<file path="src/rtl/duplicate_segment_id_filter_core_macros.svh">
// Assertion macros for the duplicate segment identifier filter.
// Taken in by the RTL files that carry concurrent assertions; no other dependencies.
`ifndef DUPLICATE_SEGMENT_ID_FILTER_CORE_MACROS_SVH
`define DUPLICATE_SEGMENT_ID_FILTER_CORE_MACROS_SVH

// Same-cycle implication, checked outside reset.
`define DSIF_ASSERT_SAME(lbl, clk, rst, ante, cons, msg) \
   lbl: assert property (@(posedge clk) disable iff (rst) (ante) |-> (cons)) else $error(msg);

// Next-cycle implication, checked outside reset.
`define DSIF_ASSERT_NEXT(lbl, clk, rst, ante, cons, msg) \
   lbl: assert property (@(posedge clk) disable iff (rst) (ante) |=> (cons)) else $error(msg);

`endif

</file>
<file path="src/rtl/dsif_pkg.sv">
// Shared types and constants for the duplicate segment identifier filter.
// No dependencies; used by dsif_cell and duplicate_segment_id_filter_core.
`timescale 1ns / 1ps
`default_nettype none

package dsif_pkg;

   localparam int ID_WIDTH           = 32;
   localparam int RSP_DATA_WIDTH     = 8;
   localparam int WINDOW_DEPTH_DEF   = 16;

   typedef logic [ID_WIDTH-1:0] seg_ident_type;

   // Broadcast from the controller to every cell of the window.
   typedef struct packed {
      logic          shift;
      seg_ident_type query;
   } cell_ctrl_type;

   typedef enum logic [1:0] {
      ST_IDLE,
      ST_COMPARE,
      ST_DECIDE
   } state_type;

endpackage

`default_nettype wire

</file>
<file path="src/rtl/dsif_cell.sv">
// One window cell: holds a stored identifier and its valid flag, registers its match.
// Depends on dsif_pkg; instantiated in a chain by duplicate_segment_id_filter_core.
`timescale 1ns / 1ps
`default_nettype none

module dsif_cell (
   input  wire                     clock,
   input  wire                     reset,
   input  dsif_pkg::cell_ctrl_type ctrl,
   input  dsif_pkg::seg_ident_type prev_id,
   input  wire                     prev_valid,
   output dsif_pkg::seg_ident_type id_out,
   output logic                    valid_out,
   output logic                    match_out
);

   dsif_pkg::seg_ident_type id_ff;
   dsif_pkg::seg_ident_type id_in;
   logic                    valid_ff;
   logic                    valid_in;
   logic                    match_ff;
   logic                    match_in;

   // Take the neighbor's entry on insert; the last cell's entry falls out.
   always_comb begin
      id_in    = ctrl.shift ? prev_id : id_ff;
      valid_in = ctrl.shift ? prev_valid : valid_ff;
      match_in = valid_ff && (id_ff == ctrl.query);
   end

   always_ff @(posedge clock) begin
      id_ff <= id_in;
   end

   always_ff @(posedge clock) begin
      if (reset) begin
         valid_ff <= 1'b0;
         match_ff <= 1'b0;
      end else begin
         valid_ff <= valid_in;
         match_ff <= match_in;
      end
   end

   assign id_out    = id_ff;
   assign valid_out = valid_ff;
   assign match_out = match_ff;

endmodule

`default_nettype wire

</file>
<file path="src/rtl/duplicate_segment_id_filter_core.sv">
// Duplicate segment identifier filter: checks each identifier against a window of the
// WINDOW_DEPTH most recent distinct identifiers, held in a chain of cells, and reports
// hits. Each transaction passes through accept, compare in every cell in parallel
// with the match registered in the cell, then a decision that ORs the match bits and,
// on a miss, shifts the chain by one so the new identifier enters the first cell and
// the oldest leaves the last. The insert must land before the next compare, so a new
// identifier is accepted only after the decision on the last. The result sits in an output
// register, so the next identifier is accepted while a result waits. The window is
// empty after reset; no clearing pass is needed.
`timescale 1ns / 1ps
`default_nettype none

module duplicate_segment_id_filter_core #(
   parameter int WINDOW_DEPTH = dsif_pkg::WINDOW_DEPTH_DEF
) (
   input  wire                                clock,
   input  wire                                reset,
   input  wire                                req_tvalid,
   output logic                               req_tready,
   input  wire  [dsif_pkg::ID_WIDTH-1:0]       req_tdata,  // [31:0] seg_ident
   output logic                               rsp_tvalid,
   input  wire                                rsp_tready,
   output logic [dsif_pkg::RSP_DATA_WIDTH-1:0] rsp_tdata   // [0] is_duplicate, [7:1] zero
);

`include "duplicate_segment_id_filter_core_macros.svh"

   dsif_pkg::state_type     state_ff;
   dsif_pkg::state_type     state_in;
   dsif_pkg::seg_ident_type query_ff;
   dsif_pkg::seg_ident_type query_in;
   logic                    rsp_valid_ff;
   logic                    rsp_valid_in;
   logic                    rsp_dup_ff;
   logic                    rsp_dup_in;

   dsif_pkg::cell_ctrl_type cell_ctrl;
   dsif_pkg::seg_ident_type cell_id [WINDOW_DEPTH];
   logic [WINDOW_DEPTH-1:0] cell_valid;
   logic [WINDOW_DEPTH-1:0] cell_match;

   logic req_accept;
   logic out_free;
   logic any_hit;
   logic decide_go;

   assign req_accept = req_tvalid && req_tready;
   assign out_free   = !rsp_valid_ff || rsp_tready;
   assign any_hit    = |cell_match;
   assign decide_go  = (state_ff == dsif_pkg::ST_DECIDE) && out_free;

   // Next state
   always_comb begin
      state_in = state_ff;
      case (state_ff)
         dsif_pkg::ST_IDLE: begin
            if (req_accept) state_in = dsif_pkg::ST_COMPARE;
         end
         dsif_pkg::ST_COMPARE: begin
            state_in = dsif_pkg::ST_DECIDE;
         end
         dsif_pkg::ST_DECIDE: begin
            if (out_free) state_in = dsif_pkg::ST_IDLE;
         end
         default: begin
            state_in = dsif_pkg::ST_IDLE;
         end
      endcase
   end

   // Outputs
   always_comb begin
      req_tready      = 1'b0;
      cell_ctrl.shift = 1'b0;
      cell_ctrl.query = query_ff;
      case (state_ff)
         dsif_pkg::ST_IDLE: begin
            req_tready = 1'b1;
         end
         dsif_pkg::ST_DECIDE: begin
            cell_ctrl.shift = out_free && !any_hit;
         end
         default: begin
            req_tready = 1'b0;
         end
      endcase
   end

   always_comb begin
      query_in     = req_accept ? req_tdata : query_ff;
      rsp_dup_in   = decide_go ? any_hit : rsp_dup_ff;
      rsp_valid_in = decide_go || (rsp_valid_ff && !rsp_tready);
   end

   always_ff @(posedge clock) begin
      query_ff   <= query_in;
      rsp_dup_ff <= rsp_dup_in;
   end

   always_ff @(posedge clock) begin
      if (reset) begin
         state_ff     <= dsif_pkg::ST_IDLE;
         rsp_valid_ff <= 1'b0;
      end else begin
         state_ff     <= state_in;
         rsp_valid_ff <= rsp_valid_in;
      end
   end

   // Cell chain: cell 0 takes the new identifier, each later cell its neighbor's entry.
   genvar g;
   generate
      for (g = 0; g < WINDOW_DEPTH; g++) begin : gen_cell
         if (g == 0) begin : gen_head
            dsif_cell u_cell (
               .clock      (clock),
               .reset      (reset),
               .ctrl       (cell_ctrl),
               .prev_id    (query_ff),
               .prev_valid (1'b1),
               .id_out     (cell_id[g]),
               .valid_out  (cell_valid[g]),
               .match_out  (cell_match[g])
            );
         end else begin : gen_body
            dsif_cell u_cell (
               .clock      (clock),
               .reset      (reset),
               .ctrl       (cell_ctrl),
               .prev_id    (cell_id[g-1]),
               .prev_valid (cell_valid[g-1]),
               .id_out     (cell_id[g]),
               .valid_out  (cell_valid[g]),
               .match_out  (cell_match[g])
            );
         end
      end
   endgenerate

   assign rsp_tvalid = rsp_valid_ff;
   assign rsp_tdata  = {{(dsif_pkg::RSP_DATA_WIDTH-1){1'b0}}, rsp_dup_ff};

   `DSIF_ASSERT_NEXT(a_accept_to_compare, clock, reset, req_accept, state_ff == dsif_pkg::ST_COMPARE, "accepted transaction did not start a compare")
   `DSIF_ASSERT_SAME(a_shift_only_on_miss, clock, reset, cell_ctrl.shift, !any_hit, "window shifted on a duplicate")
   `DSIF_ASSERT_NEXT(a_insert_fills_head, clock, reset, cell_ctrl.shift, cell_valid[0] && (cell_id[0] == $past(query_ff)), "inserted identifier missing from first cell")
   `DSIF_ASSERT_NEXT(a_decide_loads_rsp, clock, reset, decide_go, rsp_valid_ff && (rsp_dup_ff == $past(any_hit)), "decision did not load the result register")

endmodule

`default_nettype wire
</file>
<file path="config.mk">
export PLATFORM = sky130hd
export DESIGN_NAME = duplicate_segment_id_filter_core
export DESIGN_NICKNAME = d
export VERILOG_FILES = /design/src/rtl/dsif_pkg.sv /design/src/rtl/dsif_cell.sv /design/src/rtl/duplicate_segment_id_filter_core.sv
export VERILOG_INCLUDE_DIRS = /design/src /design/src/rtl
export SDC_FILE = /design/constraint.sdc
export NUM_CORES = 1
export LEC_CHECK = 0
export BUFFER_PORTS_ARGS = -buffer_cell sky130_fd_sc_hd__buf_2
export CAP_MARGIN = 0
export CELL_PAD_IN_SITES_DETAIL_PLACEMENT = 0
export CELL_PAD_IN_SITES_GLOBAL_PLACEMENT = 1
export CORE_MARGIN = 10
export CORE_UTILIZATION = 40
export CTS_CLUSTER_DIAMETER = 50
export DETAILED_ROUTE_END_ITERATION = 12
export GPL_ROUTABILITY_DRIVEN = 0
export PLACE_DENSITY = 0.64
export RECOVER_POWER = 25
export SLEW_MARGIN = 20
export SYNTH_ARGS = -nofsm -noshare
export SYNTH_HDL_FRONTEND = slang
export SYNTH_SLANG_ARGS = --single-unit
</file>
<file path="constraint.sdc">
create_clock -name clock -period 53.8 [get_ports clock]
set_input_delay 8.07 -clock clock [delete_from_list [all_inputs] [get_ports clock]]
set_output_delay 8.07 -clock clock [all_outputs]
set_load 0.02 [all_outputs]
</file>
**Yosys cells after proc, flatten, opt, wreduce, memory -nomap -nowiden**

Index checks and enable logic that the tools add are counted.

- Add/subtract/negate cells: 0
- $mul: 0
- Divide/modulo/power cells: 0
- Order comparisons: 0
- Eq/ne operators: 20
- Shift operators: 0
- Multiplexer cells: 5
- Bitwise gates (word level): 0
- Reduce and logical (&&, ||, !) cells: 28

Operators with widths:

| operator | number |
|---|---|
| == test 32 bit | 16 |
| logical AND 1 bit | 20 |
| OR reduction 16 bit | 1 |
| case mux 2 bit (3 select lines) | 1 |
| two-way mux 2 bit | 2 |
| inequality test 2 bit, second input constant | 2 |
| logical NOT 1 bit | 3 |
| == test 2 x 1 -> 1 bit, second input constant | 1 |
| == test 2 bit, second input constant | 1 |
| logical NOT 2 bit | 1 |
| logical OR 1 bit | 2 |
| two-way mux 1 bit | 2 |
| AND reduction 2 bit | 1 |

- Register bits: 580
- Bits in latches: 0
- RAM bits: 0
- Memory bits (read-only): 0
- Output and inout bits: 10
- Logic and storage cells: 105
- Memories kept: 0

**Logic depth before layout (Yosys ltp)**

Gate-level depths: netlist of the first run.

- Depth in word-level cells: 5
- Mapped depth: 7
- Depth with buffers taken out: 5

**Hierarchy**

From an unflattened synthesis of the first run, not the netlist that was laid out.

- Cell total of the unflattened synthesis: 1343
- Area total of the unflattened synthesis: 23227.3 sq um

By module, submodules not included:

| module | times used | cells an instance | area an instance (sq um) | seq. area each (sq um) |
|---|---|---|---|---|
| dsif_cell | 16 | 80 | 1373.8 | 1001.0 |
| duplicate_segment_id_filter_core | 1 | 63 | 1246.2 | 1051.0 |

**Least setup slack after synthesis of the first run**

OpenSTA, ideal clock, no wires.

- Path type: input -> register
- Start point: input rsp_tready
- End point: register gen_cell[0].gen_head.u_cell.id_ff[0], enable pin
- Data arrival time: 29.712 ns
- Required time: 52.398 ns
- Setup slack: 22.686 ns
- Stages on the path: 4
- Cell sequence: nand2b_1 -> nand2b_2 -> buf_1 -> nor2_1

RTL lines:

| item | RTL line | text |
|---|---|---|
| start: declaration | duplicate_segment_id_filter_core.sv:22 | `input wire rsp_tready,` |
| end signal: assignment | dsif_cell.sv:32 | `id_ff <= id_in;` |
| end: declaration | dsif_cell.sv:17 | `dsif_pkg::seg_ident_type id_ff;` |

==> impl_metrics.json, run 1 <==
{
  "cts_tree": "done",
  "max_freq_mhz": 82.9,
  "hold_class": "reg -> reg",
  "htree_num_levels": 2,
  "die_x_um": 265,
  "ys_seq_area_share_pct": 71.1,
  "fin_cells": 2307,
  "status": "completed",
  "synth_cell_type_count": 30,
  "synth-edff-count": 545,
  "rsz0062_at_grt": "no",
  "multiInputGateArea_sq_um": 6130,
  "ios": 46,
  "crit_required_ns": 54.02,
  "power_density_nw_per_um2": 36.0,
  "clkTransAtPathRegs_ns": 0.06,
  "synth.avg_cell_area_sq_um": 16.8,
  "synth_warnings": 0,
  "postCtsHoldBufs": 0,
  "critical_path.max_fanout": 194,
  "synth_top_cell_by_area": "edfxtp_1",
  "setup_viol": 0,
  "synth_flop_cell": "edfxtp_1",
  "grt.overflow.total": 0,
  "vias": 11278,
  "dieArea_sq_um": 70200,
  "die-height_um": 265,
  "portBuffers": 38,
  "num-fill-cells": 5140,
  "drive_above_1_share_pct": 11.2,
  "cts.sinks": 580,
  "dp_slack_ns": 41.09,
  "crit_path_start": "rsp_tready",
  "first_iter_violations": 640,
  "min_period_ns": 12.06,
  "cp.arrival_ns": 12.28,
  "fp-row-count": 89,
  "min_from": "gen_cell[8].gen_body.u_cell.id_out[25]",
  "dp_hpwl_mm": 37.0,
  "cts-root-buf": "clkbuf_16",
  "slew_violations": 0,
  "worstMarginPinSlew_ns": 1.08,
  "clk_latency_ns": 0.62,
  "cts_resized": 0,
  "grt_max_degree": 195,
  "setup_tns_ns": 0,
  "post-place-cells": 2200,
  "leakage_nw": 8.72,
  "rr_startpoint": "gen_cell[0].gen_head.u_cell.match_out",
  "syn_inst": 1432,
  "yosysTopAreaCellShare_pct": 68.2,
  "grt_pass1_vias": 12162,
  "hold_viol": 0,
  "cap_violations": 0,
  "layout_setup_ws_ns": 41.74,
  "ant_nets": 0,
  "peakVddDrop_uv": 28.5,
  "area_growth_pct": 10.1,
  "start_kind": "input port",
  "finClkSkew_ns": 0.0227,
  "seqCellArea_sq_um": 17100,
  "period_share_pct": 22.4,
  "grt_pass1_wl_mm": 75.3,
  "antenna_found_initial": 0,
  "core_region_area_sq_um": 59200,
  "netlist_area_sq_um": 24000,
  "synthTopCellsByArea": "edfxtp_1 68%, xor2_1 17%, nor4_1 2.9%, dfxtp_1 2.9%, buf_6 2.8%",
  "avgViaCountPerCell": 4.89,
  "synth_seq_cells": 580,
  "grt.total_usage_pct": 14.5,
  "initial_core_util_pct": 40.5,
  "cts_buffers": 59,
  "dr.pass1.iters": 5,
  "drc": 0,
  "clk_path_buf_depth": 3,
  "critPathCaptureType": "flop",
  "avgRoutedWirePerCell_um": 22.2,
  "critPathKind": "in -> reg",
  "async_flop_share_pct": 0,
  "wl_mm": 51.1,
  "post-synth-top-count-cell": "edfxtp_1",
  "fin_util_pct": 44.6,
  "n_antenna_cell": 0,
  "slew-limit-headroom_pct": 28.1,
  "hold_slack_ns": 0.466,
  "nets": 1525,
  "post_cts_buffers": 0,
  "netlist_top_cells_count": "545 x edfxtp_1, 464 x xor2_1, 113 x nor4_1, 60 x buf_6, 48 x xnor2_1"
}
[report_power, final]
| part | internal [mW] | switching (mW) |
|---|---|---|
| combinational | 0.0173 | 0.0375 |
| sequential | 0.504 | 0.00768 |
| clock | 0.218 | 0.166 |
| total | 0.739 | 0.211 |
[logic make-up (layout without fill, tap and decap cells)]
kind of cell	after synthesis	in the layout	share of synthesized area, %
flip-flops	580	580	71.1
buffers and inverters	84	180	3.53
XOR/XNOR	512	512	18.7
other	1	7	0.0156
AND/OR/NAND/NOR	222	222	6.00
AO/OA/AOI/OAI	33	33	0.688
[per-stage QoR]
step                      instance area, sq um  total power [mW]
after floorplan                          24000             0.570
after global placement                   24600             0.576
after detailed placement                 24600             0.577
after CTS                                26400             0.959
after global routing                     26400             0.981
final                                    26400             0.951
[path summary, 6_finish.rpt]
kind,to,slack (ns),cells past startpoint
hold reg to reg,gen_cell[9].gen_body.u_cell.id_out[25],0.47,0
setup / recovery,gen_cell[14].gen_body.u_cell.id_out[10],41.74,8
hold / removal,gen_cell[9].gen_body.u_cell.id_out[25],0.47,0
setup reg to reg,gen_cell[14].gen_body.u_cell.id_out[10],47.69,8
[cells in the final DEF (no fill, tap or decap), types with 2 or more instances in the layout]
cell type,instances
edfxtp_1,545
xor2_1,464
nor4_1,113
clkbuf_16,60
xnor2_1,48
buf_2,38
dfxtp_1,35
nand4_1,32
nand3_1,31
buf_4,31
a21oi_1,18
nor3b_1,16
nor3_2,16
clkbuf_1,16
clkinv_1,13
clkinv_2,9
o21ai_1,8
o21ai_0,7
conb_1,7
nor2_1,4
nor4_2,3
bufinv_16,3
nand2b_1,2
clkinvlp_4,2
[worst max-delay path: stages]
cell and delay (ns):
buf_2 0.07, nand2b_1 0.15, nand2b_2 0.25, nor2_4 0.18, buf_12 0.65, buf_4 0.92
buf_4 0.95, buf_4 0.84
[per-layer routing]
metal	wire (um)	global-route usage [%]
met1	19300	15.3
met2	28100	27.9
met3	1450	1.96
met4	2320	6.96
met5	0	0
[state kept, by name, indices dropped and copies added, names as in the netlist]
name	count
gen_cell.gen_body.u_cell.match_out	15
gen_cell.gen_head.u_cell.valid_out	1
gen_cell.gen_body.u_cell.valid_out	15
gen_cell.gen_head.u_cell.match_out	1
query_ff	32
gen_cell.gen_body.u_cell.id_out	480
rsp_tvalid	1
gen_cell.gen_head.u_cell.id_out	32
state_ff	2
rsp_dup_ff	1
[final cells by class]
class / count / share of cell area (%)
clock buffers: 76 / 5.91
clock inverters: 30 / 0.881
inverters: 3 / 0.0521
multi-input cells: 774 / 23.2
flip-flops and latches: 580 / 64.6
well taps: 773 / 3.66
repair buffers: 71 / 1.73
No activity file was read; power rests on OpenSTA's default activity.
==> inputs of run 2 (changes only) <==
clock period = 12.2 ns   (was 53.8 ns; I/O delays follow)
==> run 2 against run 1 <==
Count of clock-buffer cells in the layout is 20 higher. Critical path depth shrank 2. Final area grew 1.8%. Non-clock buffer count grew 4. Worst setup slack got worse by 34 ns. Cell count grew 0.95%. Sequential cell count unchanged. Total power grew to 4.7 times the previous value. Global-route usage up 1.1 points. Via count increased by 2.0%. Core utilization rose by 0.80 points. Critical path type is now reg -> reg.
==> impl_metrics.json, run 2 (same netlist as run 1, synthesis figures left out) <==
{
  "highest_layer": "met4",
  "n_antenna_cell": 0,
  "avgRoutedWirePerCell_um": 23.6,
  "cts_tree": "done",
  "dieArea_sq_um": 70200,
  "core_region_area_sq_um": 59200,
  "wl_met2_mm": 30.0,
  "grt_pass1_vias": 12233,
  "min_from": "gen_cell[14].gen_body.u_cell.id_out[30]",
  "worstMarginPinSlew_ns": 1.10,
  "area_growth_pct": 12.0,
  "clk_latency_ns": 0.59,
  "nets": 1539,
  "wl_met1_mm": 20.9,
  "vias": 11501,
  "critical_path.max_fanout": 175,
  "post_cts_buffers": 0,
  "wl_mm": 54.9,
  "initial_core_util_pct": 40.5,
  "setup_viol": 0,
  "r2r_end": "gen_cell[13].gen_body.u_cell.id_out[10]",
  "grt.total_usage_pct": 15.5,
  "critPathKind": "reg -> reg",
  "rsz0062_at_grt": "no",
  "largest_reg_flops": 480,
  "cts-root-buf": "clkbuf_16",
  "fin_area_sq_um": 26900,
  "hold_viol": 0,
  "fp-row-count": 89,
  "setup_tns_ns": 0,
  "status": "completed",
  "dp_hpwl_mm": 38.7,
  "whs_endpoint": "gen_cell[15].gen_body.u_cell.id_out[30]",
  "peakVddDrop_uv": 120,
  "die_x_um": 265,
  "final_cell_mix": "545 x edfxtp_1, 464 x xor2_1, 113 x nor4_1, 73 x clkbuf_16, 48 x xnor2_1",
  "r2r_cells": 6,
  "finClkSkew_ns": 0.0188,
  "power_density_nw_per_um2": 167,
  "slew_violations": 0,
  "ff2ff_setup_slack_ns": 7.68,
  "cts_buffers": 69,
  "ant_nets": 0,
  "leakage_nw": 8.95,
  "ios": 46,
  "critPathCaptureType": "flop",
  "final_common_cell": "edfxtp_1",
  "portBuffers": 38,
  "grt.overflow.total": 0,
  "die-height_um": 265,
  "cts.sinks": 580,
  "clk_path_buf_depth": 3,
  "dr.pass1.iters": 4,
  "htree_num_levels": 3,
  "cts_resized": 0,
  "drive_above_1_share_pct": 12.8,
  "max_freq_mhz": 221,
  "first_iter_violations": 807,
  "hold_depth": 0,
  "cp.arrival_ns": 4.71,
  "crit_required_ns": 12.40,
  "grt_max_degree": 176,
  "postPlaceCellArea_sq_um": 24600,
  "hold_class": "reg -> reg",
  "postCtsHoldBufs": 0,
  "min_period_ns": 4.52,
  "rr_startpoint": "gen_cell[13].gen_body.u_cell.match_out",
  "antenna_found_initial": 1,
  "start_kind": "flop",
  "period_share_pct": 37.0,
  "avgViaCountPerCell": 4.94,
  "clkTransAtPathRegs_ns": 0.06,
  "cap_violations": 0,
  "crit_path_start": "gen_cell[13].gen_body.u_cell.match_out",
  "drc": 0,
  "grt_pass1_wl_mm": 79.0,
  "route.met3.wl_mm": 1.53,
  "slew-limit-headroom_pct": 26.9
}
[run 2: metrics by stage]
step / hold WS [ns] / setup WS, ns / utilization (%) / cells / power [mW]
global route: 0.467 / 7.57 / 45.4 / 2329 / 4.64
global placement: 0.450 / 7.57 / 41.6 / 2204 / 2.54
CTS: 0.463 / 7.85 / 45.4 / 2328 / 4.55
floorplan: 0.421 / 1.84 / - / 1438 / 2.48
finish: 0.459 / 7.68 / 45.4 / 2329 / 4.51
detailed placement: 0.454 / 7.51 / 41.6 / 2204 / 2.55
[run 2: report_power, final]
| group | switching, mW | internal, mW |
|---|---|---|
| combinational | 0.172 | 0.0774 |
| sequential | 0.0285 | 2.22 |
| clock | 0.794 | 1.21 |
| total | 0.994 | 3.51 |
[run 2: layout make-up]
type,count,area (sq um)
fill,5191,32300
tap,773,967
timing repair buffer,75,495
inverter,3,13.8
multi-input combinational,774,6130
clock inverter,28,275
sequential,580,17100
clock buffer,96,1950
[run 2: how the worst max path moves through the flow]
| stage | slack (ns) | cells past startpoint | end |
|---|---|---|---|
| after floorplan | 1.84 | 4 | gen_cell[0].gen_head.u_cell.id_out[0] |
| after global placement | 7.57 | 6 | gen_cell[7].gen_body.u_cell.id_out[15] |
| after detailed placement | 7.51 | 6 | gen_cell[7].gen_body.u_cell.id_out[15] |
| after CTS | 7.85 | 6 | gen_cell[6].gen_body.u_cell.id_out[20] |
| after global routing | 7.57 | 6 | gen_cell[12].gen_body.u_cell.id_out[10] |
| final | 7.68 | 6 | gen_cell[13].gen_body.u_cell.id_out[10] |
[run 2: critical path, stage by stage, from the launching register on]
cell and delay, ns:
dfxtp_1 0.30, nor4_1 0.75, and4_1 0.78, inv_4 0.20
nor2_4 0.19, buf_12 0.56, buf_4 0.97
[run 2: metal layers]
metal	vias up	global-route usage, %
li1	5380	-
met1	5808	16.5
met2	217	29.3
met3	96	2.81
met4	0	7.47
met5	-	0
